--- src/hdl/ikp_pkg.sv ---
`timescale 1ns / 1ps
package ikp_pkg;
   localparam int PATH_BYTES = 256;
   localparam int DOC_BYTES = 65536;
   localparam int PATH_AW = $clog2(PATH_BYTES);
   localparam int PATH_CW = PATH_AW + 1;
   localparam int IDX_W = 18;
   localparam logic [15:0] POS_MAX = (DOC_BYTES - 1 > 65535) ? 16'hFFFF : 16'(DOC_BYTES - 1);

   localparam logic [7:0] CH_LBRACE = 8'h7B;
   localparam logic [7:0] CH_RBRACE = 8'h7D;
   localparam logic [7:0] CH_COLON = 8'h3A;
   localparam logic [7:0] CH_DASH = 8'h2D;
   localparam logic [7:0] CH_LF = 8'h0A;
   localparam logic [7:0] CH_CR = 8'h0D;
   localparam logic [7:0] CH_SPACE = 8'h20;

   localparam logic [1:0] STATUS_FOUND = 2'd0;
   localparam logic [1:0] STATUS_INDENT = 2'd1;
   localparam logic [1:0] STATUS_NONE = 2'd2;

   typedef enum logic [2:0] {
      CLS_SPACE,
      CLS_DASH,
      CLS_COLON,
      CLS_EOL,
      CLS_ZERO,
      CLS_OTHER
   } byte_class_type;

   typedef enum logic [2:0] {
      M_SPACE,
      M_KEY,
      M_KEYSEP,
      M_VALUE,
      M_NEWLINE
   } scan_mode_type;

   typedef enum logic {
      PH_ISSUE,
      PH_EVAL
   } phase_type;

   typedef struct packed {
      logic           operation;
      byte_class_type cls;
      logic [7:0]     data_byte;
      logic           last;
   } item_type;
endpackage

--- src/hdl/ikp_req_if.sv ---
`timescale 1ns / 1ps
interface ikp_req_if;
   logic       valid;
   logic       ready;
   logic       operation;
   logic [7:0] data_byte;
   logic       last;

   modport source (output valid, output operation, output data_byte, output last,
                   input ready);
   modport sink (input valid, input operation, input data_byte, input last,
                 output ready);
endinterface

--- src/hdl/ikp_rsp_if.sv ---
`timescale 1ns / 1ps
interface ikp_rsp_if;
   logic        valid;
   logic        ready;
   logic [1:0]  status;
   logic [15:0] value_offset;
   logic [15:0] value_length;

   modport source (output valid, output status, output value_offset, output value_length,
                   input ready);
   modport sink (input valid, input status, input value_offset, input value_length,
                 output ready);
endinterface

--- src/hdl/ikp_ram.sv ---
`timescale 1ns / 1ps
module ikp_ram #(
   parameter int WIDTH = 8,
   parameter int DEPTH = 256
) (
   input  logic                     clock,
   input  logic                     wr_en,
   input  logic [$clog2(DEPTH)-1:0] wr_addr,
   input  logic [WIDTH-1:0]         wr_data,
   input  logic [$clog2(DEPTH)-1:0] rd_addr_a,
   output logic [WIDTH-1:0]         rd_data_a,
   input  logic [$clog2(DEPTH)-1:0] rd_addr_b,
   output logic [WIDTH-1:0]         rd_data_b
);
   logic [WIDTH-1:0] mem_ff [DEPTH];

   always_ff @(posedge clock) begin
      if (wr_en) begin
         mem_ff[wr_addr] <= wr_data;
      end
      rd_data_a <= mem_ff[rd_addr_a];
      rd_data_b <= mem_ff[rd_addr_b];
   end
endmodule

--- src/hdl/ikp_front.sv ---
`timescale 1ns / 1ps
module ikp_front (
   input  logic              clock,
   input  logic              reset,
   ikp_req_if.sink           req,
   output ikp_pkg::item_type q_item,
   output logic              q_valid,
   input  logic              q_pop
);
   import ikp_pkg::*;

   item_type       entry_ff [2];
   logic           wr_ptr_ff, wr_ptr_in;
   logic           rd_ptr_ff, rd_ptr_in;
   logic [1:0]     count_ff, count_in;
   logic           push;
   item_type       new_item;
   byte_class_type cls;

   always_comb begin
      if (req.data_byte == 8'd0) begin
         cls = CLS_ZERO;
      end else if (req.data_byte == CH_SPACE) begin
         cls = CLS_SPACE;
      end else if (req.data_byte == CH_DASH) begin
         cls = CLS_DASH;
      end else if (req.data_byte == CH_COLON) begin
         cls = CLS_COLON;
      end else if (req.data_byte == CH_LF || req.data_byte == CH_CR) begin
         cls = CLS_EOL;
      end else begin
         cls = CLS_OTHER;
      end
      new_item.operation = req.operation;
      new_item.cls = cls;
      new_item.data_byte = req.data_byte;
      new_item.last = req.last;
   end

   assign req.ready = (count_ff != 2'd2);
   assign push = req.valid && req.ready;
   assign q_valid = (count_ff != 2'd0);
   assign q_item = entry_ff[rd_ptr_ff];

   always_comb begin
      wr_ptr_in = wr_ptr_ff ^ push;
      rd_ptr_in = rd_ptr_ff ^ q_pop;
      count_in = count_ff + {1'b0, push} - {1'b0, q_pop};
   end

   always_ff @(posedge clock) begin
      if (reset) begin
         wr_ptr_ff <= 1'b0;
         rd_ptr_ff <= 1'b0;
         count_ff <= 2'd0;
      end else begin
         wr_ptr_ff <= wr_ptr_in;
         rd_ptr_ff <= rd_ptr_in;
         count_ff <= count_in;
      end
      if (push) begin
         entry_ff[wr_ptr_ff] <= new_item;
      end
   end
endmodule

--- src/hdl/ikp_back.sv ---
`timescale 1ns / 1ps
module ikp_back (
   input  logic                         clock,
   input  logic                         reset,
   input  ikp_pkg::item_type            q_item,
   input  logic                         q_valid,
   output logic                         q_pop,
   output logic                         ram_wr_en,
   output logic [ikp_pkg::PATH_AW-1:0]  ram_wr_addr,
   output logic [7:0]                   ram_wr_data,
   output logic [ikp_pkg::PATH_AW-1:0]  ram_rd_addr_a,
   input  logic [7:0]                   ram_rd_data_a,
   output logic [ikp_pkg::PATH_AW-1:0]  ram_rd_addr_b,
   input  logic [7:0]                   ram_rd_data_b,
   ikp_rsp_if.source                    rsp
);
   import ikp_pkg::*;

   phase_type          phase_ff, phase_in;
   item_type           item_ff;
   logic [PATH_AW-1:0] addr_a_ff, addr_b_ff;
   logic               a_lt_ff, b_lt_ff;

   scan_mode_type      mode_ff, mode_in;
   logic [PATH_CW-1:0] path_count_ff, path_count_in;
   logic [PATH_CW-1:0] cursor_ff, cursor_in;
   logic [15:0]        li_ff, li_in;
   logic [15:0]        mi_ff, mi_in;
   logic [15:0]        kc_ff, kc_in;
   logic [15:0]        vc_ff, vc_in;
   logic [15:0]        vstart_ff, vstart_in;
   logic [15:0]        pos_ff, pos_in;
   logic               fkey_ff, fkey_in;
   logic               fvprev_ff, fvprev_in;
   logic               fvlast_ff, fvlast_in;
   logic               fcolon_ff, fcolon_in;
   logic               brace_ok_ff, brace_ok_in;
   logic               answered_ff, answered_in;

   logic               out_valid_ff, out_valid_in;
   logic [1:0]         out_status_ff, out_status_in;
   logic [15:0]        out_offset_ff, out_offset_in;
   logic [15:0]        out_length_ff, out_length_in;

   logic               slot_free, capture, exec;
   logic [IDX_W-1:0]   bi, vb, va;
   logic               pa, pa_brace, b_open, b_end;
   logic               emit, vmatch, found;
   logic [IDX_W-1:0]   cur;

   assign slot_free = !out_valid_ff || rsp.ready;

   always_comb begin
      phase_in = phase_ff;
      unique case (phase_ff)
         PH_ISSUE: if (q_valid && q_item.operation) phase_in = PH_EVAL;
         PH_EVAL: if (slot_free) phase_in = PH_ISSUE;
         default: phase_in = PH_ISSUE;
      endcase
   end

   always_comb begin
      q_pop = (phase_ff == PH_ISSUE) && q_valid;
      capture = q_pop && q_item.operation;
      exec = (phase_ff == PH_EVAL) && slot_free;
      ram_wr_en = q_pop && !q_item.operation && (q_item.data_byte != 8'd0)
                  && (path_count_ff < PATH_CW'(PATH_BYTES));
   end

   assign ram_wr_addr = path_count_ff[PATH_AW-1:0];
   assign ram_wr_data = q_item.data_byte;

   always_comb begin
      bi = IDX_W'(cursor_ff) + IDX_W'(kc_ff);
      vb = bi + IDX_W'(1) + IDX_W'(vc_ff);
      if ((mode_ff == M_VALUE || mode_ff == M_KEYSEP) && q_item.cls != CLS_EOL) begin
         va = vb + IDX_W'(fcolon_ff);
      end else begin
         va = bi;
      end
   end

   assign ram_rd_addr_a = (phase_ff == PH_ISSUE) ? va[PATH_AW-1:0] : addr_a_ff;
   assign ram_rd_addr_b = (phase_ff == PH_ISSUE) ? vb[PATH_AW-1:0] : addr_b_ff;

   always_comb begin
      pa = a_lt_ff && (ram_rd_data_a == item_ff.data_byte);
      pa_brace = a_lt_ff && (ram_rd_data_a == CH_LBRACE);
      b_open = b_lt_ff && (ram_rd_data_b != CH_RBRACE);
      b_end = !b_lt_ff || (ram_rd_data_b == CH_RBRACE);

      mode_in = mode_ff;
      path_count_in = path_count_ff;
      cursor_in = cursor_ff;
      li_in = li_ff;
      mi_in = mi_ff;
      kc_in = kc_ff;
      vc_in = vc_ff;
      vstart_in = vstart_ff;
      pos_in = pos_ff;
      fkey_in = fkey_ff;
      fvprev_in = fvprev_ff;
      fvlast_in = fvlast_ff;
      fcolon_in = fcolon_ff;
      brace_ok_in = brace_ok_ff;
      answered_in = answered_ff;
      emit = 1'b0;
      out_status_in = out_status_ff;
      out_offset_in = out_offset_ff;
      out_length_in = out_length_ff;
      vmatch = 1'b0;
      found = 1'b0;
      cur = '0;

      if (ram_wr_en) begin
         path_count_in = path_count_ff + PATH_CW'(1);
      end

      if (exec) begin
         if (!answered_ff) begin
            if (item_ff.cls == CLS_ZERO) begin
               emit = 1'b1;
               out_status_in = STATUS_NONE;
               out_offset_in = '0;
               out_length_in = '0;
               answered_in = 1'b1;
            end else begin
               case (item_ff.cls)
                  CLS_SPACE, CLS_DASH: begin
                     if (mode_ff == M_NEWLINE || mode_ff == M_SPACE) begin
                        mode_in = M_SPACE;
                        li_in = (li_ff == 16'hFFFF) ? li_ff : li_ff + 16'd1;
                     end else if (mode_ff == M_KEY) begin
                        if (!pa) fkey_in = 1'b0;
                        kc_in = (kc_ff == 16'hFFFF) ? kc_ff : kc_ff + 16'd1;
                     end else if (mode_ff == M_VALUE ||
                                  (mode_ff == M_KEYSEP && item_ff.cls == CLS_DASH)) begin
                        if (mode_ff == M_KEYSEP) begin
                           mode_in = M_VALUE;
                           vstart_in = pos_ff;
                           fcolon_in = 1'b0;
                        end
                        if (mode_ff == M_VALUE && !fvlast_ff) fvprev_in = 1'b0;
                        if (mode_ff == M_KEYSEP) fvprev_in = 1'b1;
                        fvlast_in = pa;
                        brace_ok_in = (mode_ff == M_KEYSEP) ? b_open : (brace_ok_ff && b_open);
                        vc_in = (vc_ff == 16'hFFFF) ? vc_ff : vc_ff + 16'd1;
                     end
                  end
                  CLS_COLON: begin
                     if (mode_ff == M_KEY) begin
                        mode_in = M_KEYSEP;
                        if (!pa) fkey_in = 1'b0;
                        kc_in = (kc_ff == 16'hFFFF) ? kc_ff : kc_ff + 16'd1;
                     end else if (mode_ff == M_KEYSEP) begin
                        mode_in = M_VALUE;
                        vstart_in = pos_ff;
                        vc_in = '0;
                        fvprev_in = 1'b1;
                        fvlast_in = pa;
                        fcolon_in = 1'b1;
                        brace_ok_in = 1'b1;
                     end else if (mode_ff == M_VALUE) begin
                        if (!fvlast_ff) fvprev_in = 1'b0;
                        fvlast_in = pa;
                        brace_ok_in = brace_ok_ff && b_open;
                        vc_in = (vc_ff == 16'hFFFF) ? vc_ff : vc_ff + 16'd1;
                     end
                  end
                  CLS_EOL: begin
                     if (mode_ff != M_NEWLINE) begin
                        if (li_ff < mi_ff) begin
                           emit = 1'b1;
                           out_status_in = STATUS_INDENT;
                           out_offset_in = '0;
                           out_length_in = '0;
                           answered_in = 1'b1;
                        end else if (kc_ff != 16'd0 && fkey_ff) begin
                           vmatch = fcolon_ff ? fvprev_ff : (fvprev_ff && fvlast_ff);
                           found = pa_brace ? (brace_ok_ff && b_end && vmatch) : 1'b1;
                           cur = bi + (pa_brace ? (IDX_W'(vc_ff) + IDX_W'(2)) : '0);
                           if (cur > IDX_W'(path_count_ff)) cur = IDX_W'(path_count_ff);
                           if (found) begin
                              cursor_in = cur[PATH_CW-1:0];
                              mi_in = li_ff;
                              if (cur >= IDX_W'(path_count_ff)) begin
                                 emit = 1'b1;
                                 out_status_in = STATUS_FOUND;
                                 out_offset_in = vstart_ff;
                                 out_length_in = vc_ff;
                                 answered_in = 1'b1;
                              end
                           end
                        end
                        li_in = '0;
                        kc_in = '0;
                        vc_in = '0;
                        fkey_in = 1'b1;
                        fvprev_in = 1'b1;
                        fvlast_in = 1'b1;
                        fcolon_in = 1'b0;
                        brace_ok_in = 1'b1;
                     end
                     mode_in = M_NEWLINE;
                  end
                  default: begin
                     if (mode_ff == M_SPACE || mode_ff == M_NEWLINE || mode_ff == M_KEY) begin
                        mode_in = M_KEY;
                        if (!pa || (mode_ff != M_KEY ? 1'b0 : !fkey_ff)) fkey_in = 1'b0;
                        else fkey_in = 1'b1;
                        kc_in = (mode_ff != M_KEY) ? 16'd1
                              : ((kc_ff == 16'hFFFF) ? kc_ff : kc_ff + 16'd1);
                     end else begin
                        if (mode_ff == M_KEYSEP) begin
                           mode_in = M_VALUE;
                           vstart_in = pos_ff;
                           fcolon_in = 1'b0;
                           fvprev_in = 1'b1;
                        end else if (!fvlast_ff) begin
                           fvprev_in = 1'b0;
                        end
                        fvlast_in = pa;
                        brace_ok_in = (mode_ff == M_KEYSEP) ? b_open : (brace_ok_ff && b_open);
                        vc_in = (mode_ff == M_KEYSEP) ? 16'd1
                              : ((vc_ff == 16'hFFFF) ? vc_ff : vc_ff + 16'd1);
                     end
                  end
               endcase
               if (pos_ff < POS_MAX) pos_in = pos_ff + 16'd1;
            end
         end
         if (item_ff.last) begin
            if (!answered_in && !emit) begin
               emit = 1'b1;
               out_status_in = STATUS_NONE;
               out_offset_in = '0;
               out_length_in = '0;
            end
            mode_in = M_SPACE;
            path_count_in = '0;
            cursor_in = '0;
            li_in = '0;
            mi_in = '0;
            kc_in = '0;
            vc_in = '0;
            vstart_in = '0;
            pos_in = '0;
            fkey_in = 1'b1;
            fvprev_in = 1'b1;
            fvlast_in = 1'b1;
            fcolon_in = 1'b0;
            brace_ok_in = 1'b1;
            answered_in = 1'b0;
         end
      end
      out_valid_in = (out_valid_ff && !rsp.ready) || emit;
   end

   always_ff @(posedge clock) begin
      if (reset) begin
         phase_ff <= PH_ISSUE;
         mode_ff <= M_SPACE;
         path_count_ff <= '0;
         cursor_ff <= '0;
         li_ff <= '0;
         mi_ff <= '0;
         kc_ff <= '0;
         vc_ff <= '0;
         vstart_ff <= '0;
         pos_ff <= '0;
         fkey_ff <= 1'b1;
         fvprev_ff <= 1'b1;
         fvlast_ff <= 1'b1;
         fcolon_ff <= 1'b0;
         brace_ok_ff <= 1'b1;
         answered_ff <= 1'b0;
         out_valid_ff <= 1'b0;
      end else begin
         phase_ff <= phase_in;
         mode_ff <= mode_in;
         path_count_ff <= path_count_in;
         cursor_ff <= cursor_in;
         li_ff <= li_in;
         mi_ff <= mi_in;
         kc_ff <= kc_in;
         vc_ff <= vc_in;
         vstart_ff <= vstart_in;
         pos_ff <= pos_in;
         fkey_ff <= fkey_in;
         fvprev_ff <= fvprev_in;
         fvlast_ff <= fvlast_in;
         fcolon_ff <= fcolon_in;
         brace_ok_ff <= brace_ok_in;
         answered_ff <= answered_in;
         out_valid_ff <= out_valid_in;
      end
      if (capture) begin
         item_ff <= q_item;
         addr_a_ff <= va[PATH_AW-1:0];
         addr_b_ff <= vb[PATH_AW-1:0];
         a_lt_ff <= va < IDX_W'(path_count_ff);
         b_lt_ff <= vb < IDX_W'(path_count_ff);
      end
      out_status_ff <= out_status_in;
      out_offset_ff <= out_offset_in;
      out_length_ff <= out_length_in;
   end

   assign rsp.valid = out_valid_ff;
   assign rsp.status = out_status_ff;
   assign rsp.value_offset = out_offset_ff;
   assign rsp.value_length = out_length_ff;
endmodule

--- src/hdl/indented_key_path_lookup.sv ---
`timescale 1ns / 1ps
// Path query bytes (operation 0) and document bytes (operation 1) enter through a two-beat
// queue and are executed in order. A nonzero path byte is written into the path memory while it has room.
// A document byte takes two steps: one reads two path bytes from the dual-read path memory
// at the positions set by the cursor, key and value counts; the other updates the line
// state and, at a line end, decides the match. A result waits in an output register; while
// it waits, the engine holds the next document byte in its second step until that beat is
// taken, and the queue then fills and stalls the input.
module indented_key_path_lookup (
   input logic       clock,
   input logic       reset,
   ikp_req_if.sink   req,
   ikp_rsp_if.source rsp
);
   import ikp_pkg::*;

   item_type           q_item;
   logic               q_valid, q_pop;
   logic               ram_wr_en;
   logic [PATH_AW-1:0] ram_wr_addr, ram_rd_addr_a, ram_rd_addr_b;
   logic [7:0]         ram_wr_data, ram_rd_data_a, ram_rd_data_b;

   ikp_front u_front (
      .clock   (clock),
      .reset   (reset),
      .req     (req),
      .q_item  (q_item),
      .q_valid (q_valid),
      .q_pop   (q_pop)
   );

   ikp_ram #(.WIDTH(8), .DEPTH(PATH_BYTES)) u_path_ram (
      .clock     (clock),
      .wr_en     (ram_wr_en),
      .wr_addr   (ram_wr_addr),
      .wr_data   (ram_wr_data),
      .rd_addr_a (ram_rd_addr_a),
      .rd_data_a (ram_rd_data_a),
      .rd_addr_b (ram_rd_addr_b),
      .rd_data_b (ram_rd_data_b)
   );

   ikp_back u_back (
      .clock         (clock),
      .reset         (reset),
      .q_item        (q_item),
      .q_valid       (q_valid),
      .q_pop         (q_pop),
      .ram_wr_en     (ram_wr_en),
      .ram_wr_addr   (ram_wr_addr),
      .ram_wr_data   (ram_wr_data),
      .ram_rd_addr_a (ram_rd_addr_a),
      .ram_rd_data_a (ram_rd_data_a),
      .ram_rd_addr_b (ram_rd_addr_b),
      .ram_rd_data_b (ram_rd_data_b),
      .rsp           (rsp)
   );
endmodule

--- src/flat_wrapper.sv ---
// flat-port wrapper written by rule: the top's interface ports become plain ports
module indented_key_path_lookup_flat import ikp_pkg::*;
  (clock, reset, req_valid, req_operation, req_data_byte, req_last, req_ready, rsp_valid, rsp_status, rsp_value_offset, rsp_value_length, rsp_ready);
  ikp_req_if req_i ();
  ikp_rsp_if rsp_i ();
  input logic clock;
  input logic reset;
  input wire logic [$bits(req_i.valid)-1:0] req_valid;
  input wire logic [$bits(req_i.operation)-1:0] req_operation;
  input wire logic [$bits(req_i.data_byte)-1:0] req_data_byte;
  input wire logic [$bits(req_i.last)-1:0] req_last;
  output wire logic [$bits(req_i.ready)-1:0] req_ready;
  output wire logic [$bits(rsp_i.valid)-1:0] rsp_valid;
  output wire logic [$bits(rsp_i.status)-1:0] rsp_status;
  output wire logic [$bits(rsp_i.value_offset)-1:0] rsp_value_offset;
  output wire logic [$bits(rsp_i.value_length)-1:0] rsp_value_length;
  input wire logic [$bits(rsp_i.ready)-1:0] rsp_ready;
  assign req_i.valid = req_valid;
  assign req_i.operation = req_operation;
  assign req_i.data_byte = req_data_byte;
  assign req_i.last = req_last;
  assign req_ready = req_i.ready;
  assign rsp_valid = rsp_i.valid;
  assign rsp_status = rsp_i.status;
  assign rsp_value_offset = rsp_i.value_offset;
  assign rsp_value_length = rsp_i.value_length;
  assign rsp_i.ready = rsp_ready;
  indented_key_path_lookup u_core (.clock(clock), .reset(reset), .req(req_i), .rsp(rsp_i));
endmodule
--- config.mk ---
export PLATFORM = sky130hd
export DESIGN_NAME = indented_key_path_lookup_flat
export DESIGN_NICKNAME = d
export VERILOG_FILES = /design/src/hdl/ikp_pkg.sv /design/src/hdl/ikp_req_if.sv /design/src/hdl/ikp_rsp_if.sv /design/src/hdl/ikp_ram.sv /design/src/hdl/ikp_front.sv /design/src/hdl/ikp_back.sv /design/src/hdl/indented_key_path_lookup.sv /design/src/flat_wrapper.sv
export SDC_FILE = /design/constraint.sdc
export NUM_CORES = 2
export LEC_CHECK = 0
export BUFFER_PORTS_ARGS = -buffer_cell sky130_fd_sc_hd__buf_4
export CAP_MARGIN = 10
export CORE_MARGIN = 8
export CORE_UTILIZATION = 55
export DETAILED_ROUTE_END_ITERATION = 8
export PLACE_DENSITY = 0.71
export SLEW_MARGIN = 20
export SYNTH_ARGS = -nofsm -noshare
export SYNTH_HDL_FRONTEND = slang
export SYNTH_SLANG_ARGS = --single-unit
--- constraint.sdc ---
create_clock -name clock -period 17.6 [get_ports clock]
set_clock_uncertainty 0.05 [all_clocks]
set_input_delay 1.76 -clock clock [delete_from_list [all_inputs] [get_ports clock]]
set_output_delay 1.76 -clock clock [all_outputs]
set_load 0.03 [all_outputs]
==> metrics <==
clk_lat worst skew=0.89 ns; crit path DAT=8.50 ns; P per Cell Area=142 nW/um^2; outcome=finished with violations; proportion of layout cells with a drive suffix above 1=0.123; Metal-1 WL=129 mm; Initial Utilization=0.551; Vias/cell=6.98; min setup slack post-route=9.66 ns; via count=82,700; syn_nets=9,361; highest net fanout along the worst path=33; Reg clk slew, reported paths=0.06 ns; Avg Inst Size Synth=12.3 sq um; Final Max Slew Viols=0; Routed WL=364 mm; Tot GR Track Use=0.316; largest net degree at the start of global routing=177; slowest CP cell=and2_2; met3 wire len=49.2 mm; Worst setup SP type=flop; max incr delay on CP=0.58 ns; Reg area=67,100 sq um; Setup Fix Bufs, Post-CTS=0; min Tclk post-route=7.94 ns; Hold Vio Cnt, Final=0; Util after Layout=0.596; Final nets=9,050; grt ovf=0; synth warn=0; count leader, synth=edfxtp_1; WP buf/inv=1; RePlAce Congestion=0.935; Post-Layout Cell Count=11,800; max cap viols=0; Worst VDD drop=0.000120 V; RSZ-0062 raised after global routing=no; fmax=126 MHz; CTS tree=built; cell mode on critical path=a21oi_1; I/O Pins=50; area of the multi-input gates=43,300 sq um; Rows=167; Synth Flop Type=edfxtp_1; CP Class=reg -> reg; Residual DRC=1; vias in the first global route=77,800; CP delay by family, top=compound AO/OA/AOI/OAI gates; Routed Antenna Nets=0; # fillers=15,800; clock power share=0.274; H-tree Lvls=4; Root Buffer=clkbuf_16; top post-synthesis cells by area=edfxtp_1 (56%), mux4_2 (10%), nand2_1 (6.5%); post-cts sizing count=0; hold_buf cts=0; cells after synthesis=9,237; Worst Path Required=18.16 ns; worst hold margin=0.408 ns; Layout Area Growth over Synthesis=8.10%; critical path capture point type=flop; Post-Syn Area=114,000 sq um; die area=222,000 sq um; flops & latches, synth=2,283; Yosys top cell by area=edfxtp_1; Synth async-reset ratio=0; P_sw=6.33 mW; TNS Setup=0 ns; Comb pwr share=0.349; post-synthesis sequential area ratio=0.590; EDFF count, synth=2,138; Die W=471 microns; first-pass GRT wire length=526 mm; metal2 WL=163 mm; register share of total power=0.378; Setup WS pre-CTS=9.37 ns; initial antenna violation count=21; TritonCTS buffer count=228; Int Power=11.2 mW; WL/cell=30.8 microns; measured slew at the worst slew-check pin=1.23 ns; Tcrit/Tclk final=0.451; DRT iter0 DRCs=13,700; port bufs=49; Synth top area share=0.565; Worst slew margin=0.181; top sig layer=met5; Die Ht=471 microns; First-pass DRT Iterations=9; Worst Hold Class=reg -> reg; Clock Path Buffers=3; TritonCTS Sinks=2,283; Pleak=40.3 nW; post-DP HPWL=223 mm; Synth cell types=99; Placeable Area=206,000 sq um; setup violators final=0; dpl cells=11,400; Sw Ratio=0.362; failing checks=design-rule violations; most frequent cells after synthesis=edfxtp_1 (2,138), nand2_1 (1,963), nand3_1 (967)
## logic make-up (layout without fill, tap and decap cells)
kind of cell	Yosys count	count (layout)	share of synthesized area
adder cells (fa/ha/maj)	110	110	0.0123
other	0	21	0
multiplexers	801	801	0.127
flip-flops	2283	2283	0.590
buffers and inverters	795	676	0.0324
AND/OR/NAND/NOR	4007	4007	0.159
AO/OA/AOI/OAI	1139	1139	0.0712
XOR/XNOR	102	102	0.00804
## stage by stage
| step | area (sq um) | power, mW |
|---|---|---|
| floorplan | 114000 | 10.6 |
| global placement | 116000 | 12.5 |
| detailed placement | 116000 | 12.6 |
| CTS | 123000 | 17.3 |
| global route | 123000 | 17.9 |
| finish | 123000 | 17.5 |
## placed cells by master (no fill, tap or decap), drive strengths merged, types with 24 or more instances in the layout
cell type / count
ha: 107
nand3: 970
xnor2: 44
a311oi: 190
nand4: 34
o21ai: 76
a21oi: 231
inv: 75
nor3: 34
mux4: 512
clkbuf: 278
a31oi: 140
nand2: 1964
xor2: 57
dfxtp: 145
a211oi: 252
nor2: 472
a22oi: 44
clkinv: 117
and3: 81
a32oi: 71
mux2i: 266
nor2b: 265
buf: 185
nor3b: 28
nor4b: 24
edfxtp: 2138
## worst reg2reg max path, delay by kind of cell, from the launching register on
kind                     cells  cell delay [ns]
buffers and inverters        1             0.06
multiplexers                 1             0.32
XOR/XNOR                     1             0.18
AO/OA/AOI/OAI               15             2.96
flip-flops                   1             0.46
adder cells (fa/ha/maj)      5             1.60
AND/OR/NAND/NOR             10             2.09
## routing by layer
| layer | track usage | up-vias |
|---|---|---|
| met3 | 0.0888 | 1078 |
| met4 | 0.164 | 20 |
| met2 | 0.474 | 6181 |
| li1 | - | 34400 |
| met1 | 0.421 | 41000 |
| met5 | 0.00324 | - |
## state kept, by name, summed over array words and instances (netlist names), 8 cells and up
| register | cells |
|---|---|
| u_core.u_back.vc_ff | 16 |
| u_core.u_back.cursor_ff | 9 |
| u_core.u_back.addr_b_ff | 8 |
| u_core.u_back.rsp.value_offset | 16 |
| u_core.u_front.entry_ff | 26 |
| u_core.u_back.vstart_ff | 16 |
| u_core.u_path_ram.mem_ff | 2048 |
| u_core.u_back.kc_ff | 16 |
| u_core.u_back.pos_ff | 16 |
| u_core.u_back.mi_ff | 16 |
| u_core.u_back.item_ff | 12 |
| u_core.u_path_ram.rd_data_a | 8 |
| u_core.u_path_ram.rd_data_b | 8 |
| u_core.u_back.addr_a_ff | 8 |
| u_core.u_back.path_count_ff | 9 |
| u_core.u_back.rsp.value_length | 16 |
| u_core.u_back.li_ff | 16 |
## cell type report
class                           count  area share
Timing Repair Buffer              185      0.0130
Inverter                           69     0.00211
Antenna cell                       21    0.000428
Sequential cell                  2283       0.546
Clock buffer                      278      0.0486
Tap cell                         2704      0.0275
Multi-Input combinational cell   6159       0.352
Clock inverter                    144      0.0101
## worst paths after layout
path                              start                                 to  slack, ns  cells after the start
max              u_core.u_back.kc_ff[0]  u_core.u_back.rsp.value_offset[8]       9.66                     33
min          u_core.u_back.vstart_ff[4]         u_core.u_back.vstart_ff[4]       0.41                      2
max reg2reg      u_core.u_back.kc_ff[0]  u_core.u_back.rsp.value_offset[8]       9.66                     33
min reg2reg  u_core.u_back.vstart_ff[4]         u_core.u_back.vstart_ff[4]       0.41                      2
## power by group through the flow
| stage | registers, mW | logic (mW) | clock network, mW |
|---|---|---|---|
| finish | 6.60 | 6.10 | 4.78 |
| global route | 6.60 | 6.35 | 4.99 |
| CTS | 6.60 | 5.93 | 4.79 |
| detailed placement | 6.71 | 5.91 | 0 |
| global placement | 6.71 | 5.79 | 0 |
| floorplan | 6.75 | 3.90 | 0 |
(Power assumes the default switching activity.)
